### src/hdl/bpt_pkg.sv
`timescale 1ns / 1ps
// ----------------------------------------------------------------------------
// bpt_pkg: shared types and constants for the breakpoint table
// command and status codes, field widths and controller commands
// ----------------------------------------------------------------------------
package bpt_pkg;

   localparam int CMD_W    = 3;
   localparam int ADDR_W   = 48;
   localparam int WORD_W   = 64;
   localparam int STATUS_W = 2;
   localparam int SLOT_W   = 5;

   localparam logic [CMD_W-1:0] CMD_ADD    = 3'd0;
   localparam logic [CMD_W-1:0] CMD_REMOVE = 3'd1;
   localparam logic [CMD_W-1:0] CMD_FIND   = 3'd2;
   localparam logic [CMD_W-1:0] CMD_ARM    = 3'd3;
   localparam logic [CMD_W-1:0] CMD_DISARM = 3'd4;

   localparam logic [STATUS_W-1:0] STATUS_OK        = 2'd0;
   localparam logic [STATUS_W-1:0] STATUS_PRESENT   = 2'd1;
   localparam logic [STATUS_W-1:0] STATUS_FULL      = 2'd2;
   localparam logic [STATUS_W-1:0] STATUS_NOT_FOUND = 2'd3;

   // software trap opcode patched into the low byte of an armed word
   localparam logic [7:0] TRAP_BYTE = 8'hCC;

   // controller to datapath commands
   typedef struct packed {
      logic capture;   // latch request and compare against all entries
      logic execute;   // resolve, update table, load response
   } ctrl_cmd_type;

endpackage

### src/hdl/bpt_ram.sv
`timescale 1ns / 1ps
// ----------------------------------------------------------------------------
// bpt_ram: generic simple dual port ram
// one write port, one read port with registered read data
// ----------------------------------------------------------------------------
module bpt_ram #(
   parameter int WIDTH = 64,
   parameter int DEPTH = 32
) (
   input  logic                                   clock,
   input  logic                                   wr_en,
   input  logic [((DEPTH > 1) ? $clog2(DEPTH) : 1)-1:0] wr_addr,
   input  logic [WIDTH-1:0]                       wr_data,
   input  logic [((DEPTH > 1) ? $clog2(DEPTH) : 1)-1:0] rd_addr,
   output logic [WIDTH-1:0]                       rd_data
);

   logic [WIDTH-1:0] mem_ff [DEPTH];
   logic [WIDTH-1:0] rd_data_ff;

   always_ff @(posedge clock) begin
      if (wr_en) begin
         mem_ff[wr_addr] <= wr_data;
      end
      rd_data_ff <= mem_ff[rd_addr];
   end

   assign rd_data = rd_data_ff;

endmodule

### src/hdl/bpt_ctrl.sv
`timescale 1ns / 1ps
// ----------------------------------------------------------------------------
// bpt_ctrl: transaction controller
// two state sequencer: idle/capture, then execute; drives response strobe
// ----------------------------------------------------------------------------
module bpt_ctrl (
   input  logic                  clock,
   input  logic                  reset,
   input  logic                  start,
   output logic                  busy,
   output bpt_pkg::ctrl_cmd_type cmd,
   output logic                  rsp_strobe
);
   import bpt_pkg::*;

   localparam logic ST_IDLE = 1'b0;
   localparam logic ST_EXEC = 1'b1;

   logic state_ff, state_in;
   logic strobe_ff, strobe_in;

   always_comb begin
      state_in    = state_ff;
      cmd.capture = 1'b0;
      cmd.execute = 1'b0;
      unique case (state_ff)
         ST_IDLE: begin
            if (start) begin
               cmd.capture = 1'b1;
               state_in    = ST_EXEC;
            end
         end
         ST_EXEC: begin
            cmd.execute = 1'b1;
            state_in    = ST_IDLE;
         end
         default: begin
            state_in = ST_IDLE;
         end
      endcase
      strobe_in = cmd.execute;
   end

   always_ff @(posedge clock) begin
      if (reset) begin
         state_ff  <= ST_IDLE;
         strobe_ff <= 1'b0;
      end else begin
         state_ff  <= state_in;
         strobe_ff <= strobe_in;
      end
   end

   assign busy       = (state_ff == ST_EXEC);
   assign rsp_strobe = strobe_ff;

endmodule

### src/hdl/bpt_datapath.sv
`timescale 1ns / 1ps
// ----------------------------------------------------------------------------
// bpt_datapath: breakpoint entries, match logic and response registers
// per entry compare cells, valid marks, saved word ram
// ----------------------------------------------------------------------------
module bpt_datapath #(
   parameter int TABLE_ENTRIES = 32
) (
   input  logic                          clock,
   input  logic                          reset,
   input  bpt_pkg::ctrl_cmd_type         cmd,
   input  logic [bpt_pkg::CMD_W-1:0]     req_command,
   input  logic [bpt_pkg::ADDR_W-1:0]    req_address,
   input  logic [bpt_pkg::WORD_W-1:0]    req_fetched_word,
   output logic [bpt_pkg::STATUS_W-1:0]  rsp_status,
   output logic [bpt_pkg::SLOT_W-1:0]    rsp_slot,
   output logic [bpt_pkg::WORD_W-1:0]    rsp_out_word
);
   import bpt_pkg::*;

   localparam int IDX_W = (TABLE_ENTRIES > 1) ? $clog2(TABLE_ENTRIES) : 1;

   // entry storage
   logic                 valid_ff   [TABLE_ENTRIES];
   logic                 written_ff [TABLE_ENTRIES];
   logic [ADDR_W-1:0]    entry_address_ff [TABLE_ENTRIES];

   // captured request
   logic [CMD_W-1:0]     cmd_ff;
   logic [ADDR_W-1:0]    addr_ff;
   logic [WORD_W-1:0]    fetched_ff;
   logic [TABLE_ENTRIES-1:0] match_ff, match_in;
   logic [TABLE_ENTRIES-1:0] free_ff, free_in;

   // resolution
   logic [IDX_W-1:0]     hit_idx, free_idx;
   logic                 hit_any, free_any;
   logic [STATUS_W-1:0]  status_in;
   logic [SLOT_W-1:0]    slot_in;
   logic [WORD_W-1:0]    word_in;
   logic                 set_valid, clr_valid, arm_we, is_disarm;

   // response
   logic [STATUS_W-1:0]  status_ff;
   logic [SLOT_W-1:0]    slot_ff;
   logic [WORD_W-1:0]    word_ff;
   logic                 disarm_ff;
   logic                 written_sel_ff;
   logic [WORD_W-1:0]    ram_q;

   always_comb begin
      for (int k = 0; k < TABLE_ENTRIES; k++) begin
         match_in[k] = valid_ff[k] && (entry_address_ff[k] == req_address);
         free_in[k]  = !valid_ff[k];
      end
   end

   always_ff @(posedge clock) begin
      if (cmd.capture) begin
         cmd_ff     <= req_command;
         addr_ff    <= req_address;
         fetched_ff <= req_fetched_word;
         match_ff   <= match_in;
         free_ff    <= free_in;
      end
   end

   // lowest set bit wins
   always_comb begin
      hit_idx  = '0;
      free_idx = '0;
      for (int k = TABLE_ENTRIES - 1; k >= 0; k--) begin
         if (match_ff[k]) begin
            hit_idx = IDX_W'(k);
         end
         if (free_ff[k]) begin
            free_idx = IDX_W'(k);
         end
      end
      hit_any  = |match_ff;
      free_any = |free_ff;
   end

   always_comb begin
      status_in = STATUS_NOT_FOUND;
      slot_in   = '0;
      word_in   = '0;
      set_valid = 1'b0;
      clr_valid = 1'b0;
      arm_we    = 1'b0;
      is_disarm = 1'b0;
      unique case (cmd_ff)
         CMD_ADD: begin
            if (hit_any) begin
               status_in = STATUS_PRESENT;
            end else if (free_any) begin
               status_in = STATUS_OK;
               slot_in   = SLOT_W'(free_idx);
               set_valid = 1'b1;
            end else begin
               status_in = STATUS_FULL;
            end
         end
         CMD_REMOVE, CMD_FIND, CMD_ARM, CMD_DISARM: begin
            if (hit_any) begin
               status_in = STATUS_OK;
               slot_in   = SLOT_W'(hit_idx);
               clr_valid = (cmd_ff == CMD_REMOVE);
               arm_we    = (cmd_ff == CMD_ARM);
               is_disarm = (cmd_ff == CMD_DISARM);
               if (cmd_ff == CMD_ARM) begin
                  word_in = {fetched_ff[WORD_W-1:8], TRAP_BYTE};
               end
            end
         end
         default: begin
            status_in = STATUS_NOT_FOUND;
         end
      endcase
   end

   // valid marks and saved-word flags clear at reset
   always_ff @(posedge clock) begin
      for (int k = 0; k < TABLE_ENTRIES; k++) begin
         if (reset) begin
            valid_ff[k]   <= 1'b0;
            written_ff[k] <= 1'b0;
         end else if (cmd.execute) begin
            if (set_valid && (free_idx == IDX_W'(k))) begin
               valid_ff[k] <= 1'b1;
            end else if (clr_valid && (hit_idx == IDX_W'(k))) begin
               valid_ff[k] <= 1'b0;
            end
            if (arm_we && (hit_idx == IDX_W'(k))) begin
               written_ff[k] <= 1'b1;
            end
         end
      end
   end

   always_ff @(posedge clock) begin
      for (int k = 0; k < TABLE_ENTRIES; k++) begin
         if (cmd.execute && set_valid && (free_idx == IDX_W'(k))) begin
            entry_address_ff[k] <= addr_ff;
         end
      end
   end

   bpt_ram #(
      .WIDTH (WORD_W),
      .DEPTH (TABLE_ENTRIES)
   ) u_saved_word (
      .clock   (clock),
      .wr_en   (cmd.execute && arm_we),
      .wr_addr (hit_idx),
      .wr_data (fetched_ff),
      .rd_addr (hit_idx),
      .rd_data (ram_q)
   );

   always_ff @(posedge clock) begin
      if (cmd.execute) begin
         status_ff      <= status_in;
         slot_ff        <= slot_in;
         word_ff        <= word_in;
         disarm_ff      <= is_disarm;
         written_sel_ff <= written_ff[hit_idx];
      end
   end

   assign rsp_status   = status_ff;
   assign rsp_slot     = slot_ff;
   assign rsp_out_word = disarm_ff ? (written_sel_ff ? ram_q : '0) : word_ff;

endmodule

### src/hdl/breakpoint_table.sv
`timescale 1ns / 1ps
// ----------------------------------------------------------------------------
// breakpoint_table: fixed table of breakpoint addresses with saved words
// add, remove, find, arm and disarm over a small associative table
// ----------------------------------------------------------------------------
// flow: a transaction accepted while idle has the compare of all entries
//   registered, then the execute state resolves and updates the table; busy
//   is high only there and no new transaction is taken until idle again;
//   the result is then registered and shown with rsp_strobe
// reset: synchronous, clears all valid marks and saved-word flags with no
//   clearing pass
module breakpoint_table #(
   parameter int TABLE_ENTRIES = 32
) (
   input  logic                          clock,
   input  logic                          reset,
   input  logic                          start,
   output logic                          busy,
   input  logic [bpt_pkg::CMD_W-1:0]     req_command,
   input  logic [bpt_pkg::ADDR_W-1:0]    req_address,
   input  logic [bpt_pkg::WORD_W-1:0]    req_fetched_word,
   output logic                          rsp_strobe,
   output logic [bpt_pkg::STATUS_W-1:0]  rsp_status,
   output logic [bpt_pkg::SLOT_W-1:0]    rsp_slot,
   output logic [bpt_pkg::WORD_W-1:0]    rsp_out_word
);
   import bpt_pkg::*;

   // command bundle from sequencer to datapath
   ctrl_cmd_type cmd;

   // sequencer: accepts a transaction when idle, then runs the execute state
   bpt_ctrl u_ctrl (
      .clock      (clock),
      .reset      (reset),
      .start      (start),
      .busy       (busy),
      .cmd        (cmd),
      .rsp_strobe (rsp_strobe)
   );

   // entries, compare cells, saved word storage and response registers
   bpt_datapath #(
      .TABLE_ENTRIES (TABLE_ENTRIES)
   ) u_datapath (
      .clock            (clock),
      .reset            (reset),
      .cmd              (cmd),
      .req_command      (req_command),
      .req_address      (req_address),
      .req_fetched_word (req_fetched_word),
      .rsp_status       (rsp_status),
      .rsp_slot         (rsp_slot),
      .rsp_out_word     (rsp_out_word)
   );

endmodule

### config.mk
export PLATFORM = sky130hd
export DESIGN_NAME = breakpoint_table
export DESIGN_NICKNAME = d
export VERILOG_FILES = /design/src/hdl/bpt_pkg.sv /design/src/hdl/bpt_ram.sv /design/src/hdl/bpt_ctrl.sv /design/src/hdl/bpt_datapath.sv /design/src/hdl/breakpoint_table.sv
export SDC_FILE = /design/constraint.sdc
export NUM_CORES = 2
export LEC_CHECK = 0
export BUFFER_PORTS_ARGS = -buffer_cell sky130_fd_sc_hd__buf_4
export CAP_MARGIN = 25
export CORE_UTILIZATION = 30
export DETAILED_ROUTE_END_ITERATION = 6
export PLACE_DENSITY_LB_ADDON = 0.1
export SYNTH_ARGS = -nofsm -noshare
export SYNTH_HDL_FRONTEND = slang
export SYNTH_SLANG_ARGS = --single-unit
### constraint.sdc
create_clock -name clock -period 21.6 [get_ports clock]
set_clock_uncertainty 0.05 [all_clocks]
set_input_delay 2.16 -clock clock [delete_from_list [all_inputs] [get_ports clock]]
set_output_delay 2.16 -clock clock [all_outputs]
set_load 0.03 [all_outputs]
==> results.yml <==
yosys:
  syn-cell-area_sq_mm: 0.159
  ys.flop_type: "edfxtp_1"
  synth_edf_count: 3892
  yosys_warnings: 0
  syn_area_per_cell_sq_um: 15.3
  synth_top_area_share_pct: 73.7
  synth.area.top_cells: "edfxtp_1 74%, xor2_1 5.2%, nand2_1 2.9%, xnor2_1 2.4%, nor4_1 1.3%"
  ys_async_sr_fraction_pct: 0
  ys_seq_area_share_pct: 74.6
  syn_nets: 10458
  netlist_instances: 10340
  synth_area_leader_cell: "edfxtp_1"
  synth.distinct_cells: 102
  synth-seq-cells: 3959
sta:
  clock.fmax_ghz: 0.156
  hold_viol: 0
  maxSlewHeadroom_pct: 23.0
  drv_slew: 0
  rsz0062_at_grt: "no"
  fin_crit_sh_pct: 29.8
  worst-slew-pin-transition_ps: 1150
  finalCriticalPeriod_ps: 6430
  setup_violations: 0
  fin_setup_tns_ps: 0
  hold_ws_ps: 396
global_route:
  grt_pass1_wl_mm: 889
  gr-total-overflow: 0
  track_usage_pct: 24.6
  grt_pass1_vias: 95199
  grt_antenna_before_repair: 82
  grt_max_degree: 139
cts:
  clk_latency_ps: 1040
  clockRootBuffer: "clkbuf_16"
  cts_max_path_buffers: 4
  clock-sinks: 3959
  htreeDepth: 5
  post-cts-setup-buffer-count: 0
  cts_buffers: 446
  ctsResizeCount: 0
  cts_tree: "built"
  cts-hold-fix-buffers: 0
  path_clk_slew_ps: 60
pwr:
  p_per_area_mw_per_mm2: 92.7
  total_power_mw: 17.2
  ir_drop_mv: 0.0821
  leakage_nw: 60.9
setup_path:
  startpoint_type: "flop"
  worstPathArrival_ps: 4220
  critical-path-top-delay-family: "buffers and inverters"
  critPathMostFrequentCell: "buf_4"
  reg2reg_slack_ps: 15250
  crit_buf_inv: 3
  path_cells: "buf_4 -> and2_4 -> buf_4 -> nand2_1 -> o21ai_1 -> buf_4"
  path_max_fanout: 31
  crit_slowest_cell: "buf_4"
  slowest_delay_ps: 710
  path_class: "reg2out"
  end_kind: "output port"
  required_ps: 19390
finish:
  syn_to_final_growth_pct: 16.9
  drive_above_1_share_pct: 13.7
  layout.nets: 10948
die:
  core_area_sq_mm: 0.526
  initial_utilization_pct: 30.2
  dieArea_sq_mm: 0.531
  die_w_um: 729
  ioPinCount: 191
  rows: 266
  die_h_um: 729
drt:
  wl_per_cell_um: 37.0
  routed_wl_mm: 673
  drc: 0
  drtAntennaViolNets: 0
  firstDrtPassIters: 6
  drt_iter0_markers: 11967
  vias_per_cell: 5.38
  num_vias: 97812
status:
  status: "finished clean"
place:
  portBuffers: 190
  place.gp.congestion: 0.858
  place.detailed.hpwl_mm: 382
min_path:
  hold_class: "reg2reg"
job:
  drv_cap: 0
[Yosys cell counts (100+ instances only)]
library cell  instances
nand4_1             156
xor2_1              943
buf_2               126
nor4_1              329
inv_1               205
a31oi_1             120
o21ai_0             170
nand3_1             329
nor3_1              119
and3_1              174
nor2_1              152
edfxtp_1           3892
a21oi_1             160
clkbuf_1            315
a311oi_1            125
nand2_1            1219
buf_1               114
mux2i_1             152
a211oi_1            100
xnor2_1             428
[worst register-to-register path, cell delays in order, from the launching register on]
cell	delay, ps
edfxtp_1	490
a2111oi_4	670
nand3_2	100
buf_4	290
o211ai_4	270
buf_4	600
buf_12	570
nand2_1	630
nor2_4	820
buf_4	560
buf_4	750
or2_2	260
[area by class of cell]
| type | count | area, sq um |
|---|---|---|
| Tap cell | 6968 | 8720 |
| Antenna cell | 16 | 40.0 |
| Inverter | 211 | 792 |
| Fill cell | 50179 | 340000 |
| Clock inverter | 227 | 2150 |
| Sequential cell | 3959 | 118000 |
| Clock buffer | 602 | 12100 |
| Multi-Input combinational cell | 5569 | 37800 |
| Timing Repair Buffer | 643 | 5580 |
[state kept, by name (all words and copies together), names as in the netlist]
name                             count
u_datapath.free_ff                  32
u_datapath.fetched_ff               64
u_ctrl.busy                          1
u_datapath.valid_ff                 32
u_datapath.rsp_status                2
u_datapath.rsp_slot                  5
u_datapath.match_ff                 32
u_datapath.u_saved_word.rd_data     64
u_datapath.addr_ff                  48
u_datapath.disarm_ff                 1
u_datapath.u_saved_word.mem_ff    2048
u_datapath.written_ff               32
u_datapath.entry_address_ff       1536
u_ctrl.rsp_strobe                    1
u_datapath.written_sel_ff            1
u_datapath.word_ff                  57
u_datapath.cmd_ff                    3
[routing by layer]
metal	track usage, %	up-vias	share of wire [%]
met4	7.40	20	3.5
met3	3.36	979	6.4
met1	33.4	52200	42
met2	40.8	4252	48
li1	-	40361	-
met5	0	-	0.023
[path summary, 6_finish.rpt]
| check | from | endpoint | depth (start not counted) |
|---|---|---|---|
| worst max-delay path | u_datapath.written_sel_ff | rsp_out_word[50] | 6 |
| worst min-delay path | u_datapath.addr_ff[30] | u_datapath.entry_address_ff[1][462] | 0 |
| worst max register to register | u_datapath.match_ff[5] | u_datapath.written_ff[30] | 11 |
| worst min register to register | u_datapath.addr_ff[30] | u_datapath.entry_address_ff[1][462] | 0 |
[where the power goes]
part | leakage, nW | internal, mW | switching [mW]
Clock | 6.93 | 4.27 | 3.24
Combinational | 18.1 | 0.270 | 0.853
Sequential | 35.8 | 8.49 | 0.0524
Total | 60.9 | 13.0 | 4.15
[metrics by stage]
stage | utilization [%] | cell area [sq um] | setup slack (ps) | instances
floorplan | - | 159000 | 10910 | 10340
global placement | 32.4 | 170000 | 15290 | 17307
detailed placement | 32.5 | 171000 | 15210 | 17339
CTS | 35.2 | 185000 | 15130 | 18168
global route | 35.3 | 185000 | 14990 | 18181
finish | 35.3 | 185000 | 15170 | 18195
[cell families after synthesis]
group | after synthesis | synth area share, %
compound gates | 1300 | 6.08
xor+xnor | 1371 | 7.57
buf+inv | 812 | 2.15
flops | 3959 | 74.6
mux | 238 | 1.57
simple gates | 2660 | 8.07
[layout by cell type, fill, tap and decap left out, types with 172 or more instances in the layout]
cell / Yosys / routed
and3_1: 174 / 172
buf_4: 36 / 591
clkbuf_16: 0 / 449
edfxtp_1: 3892 / 3892
inv_1: 205 / 204
nand2_1: 1219 / 1210
nand3_1: 329 / 328
nor4_1: 329 / 314
xnor2_1: 428 / 428
xor2_1: 943 / 943
(Power assumes the default switching activity.)
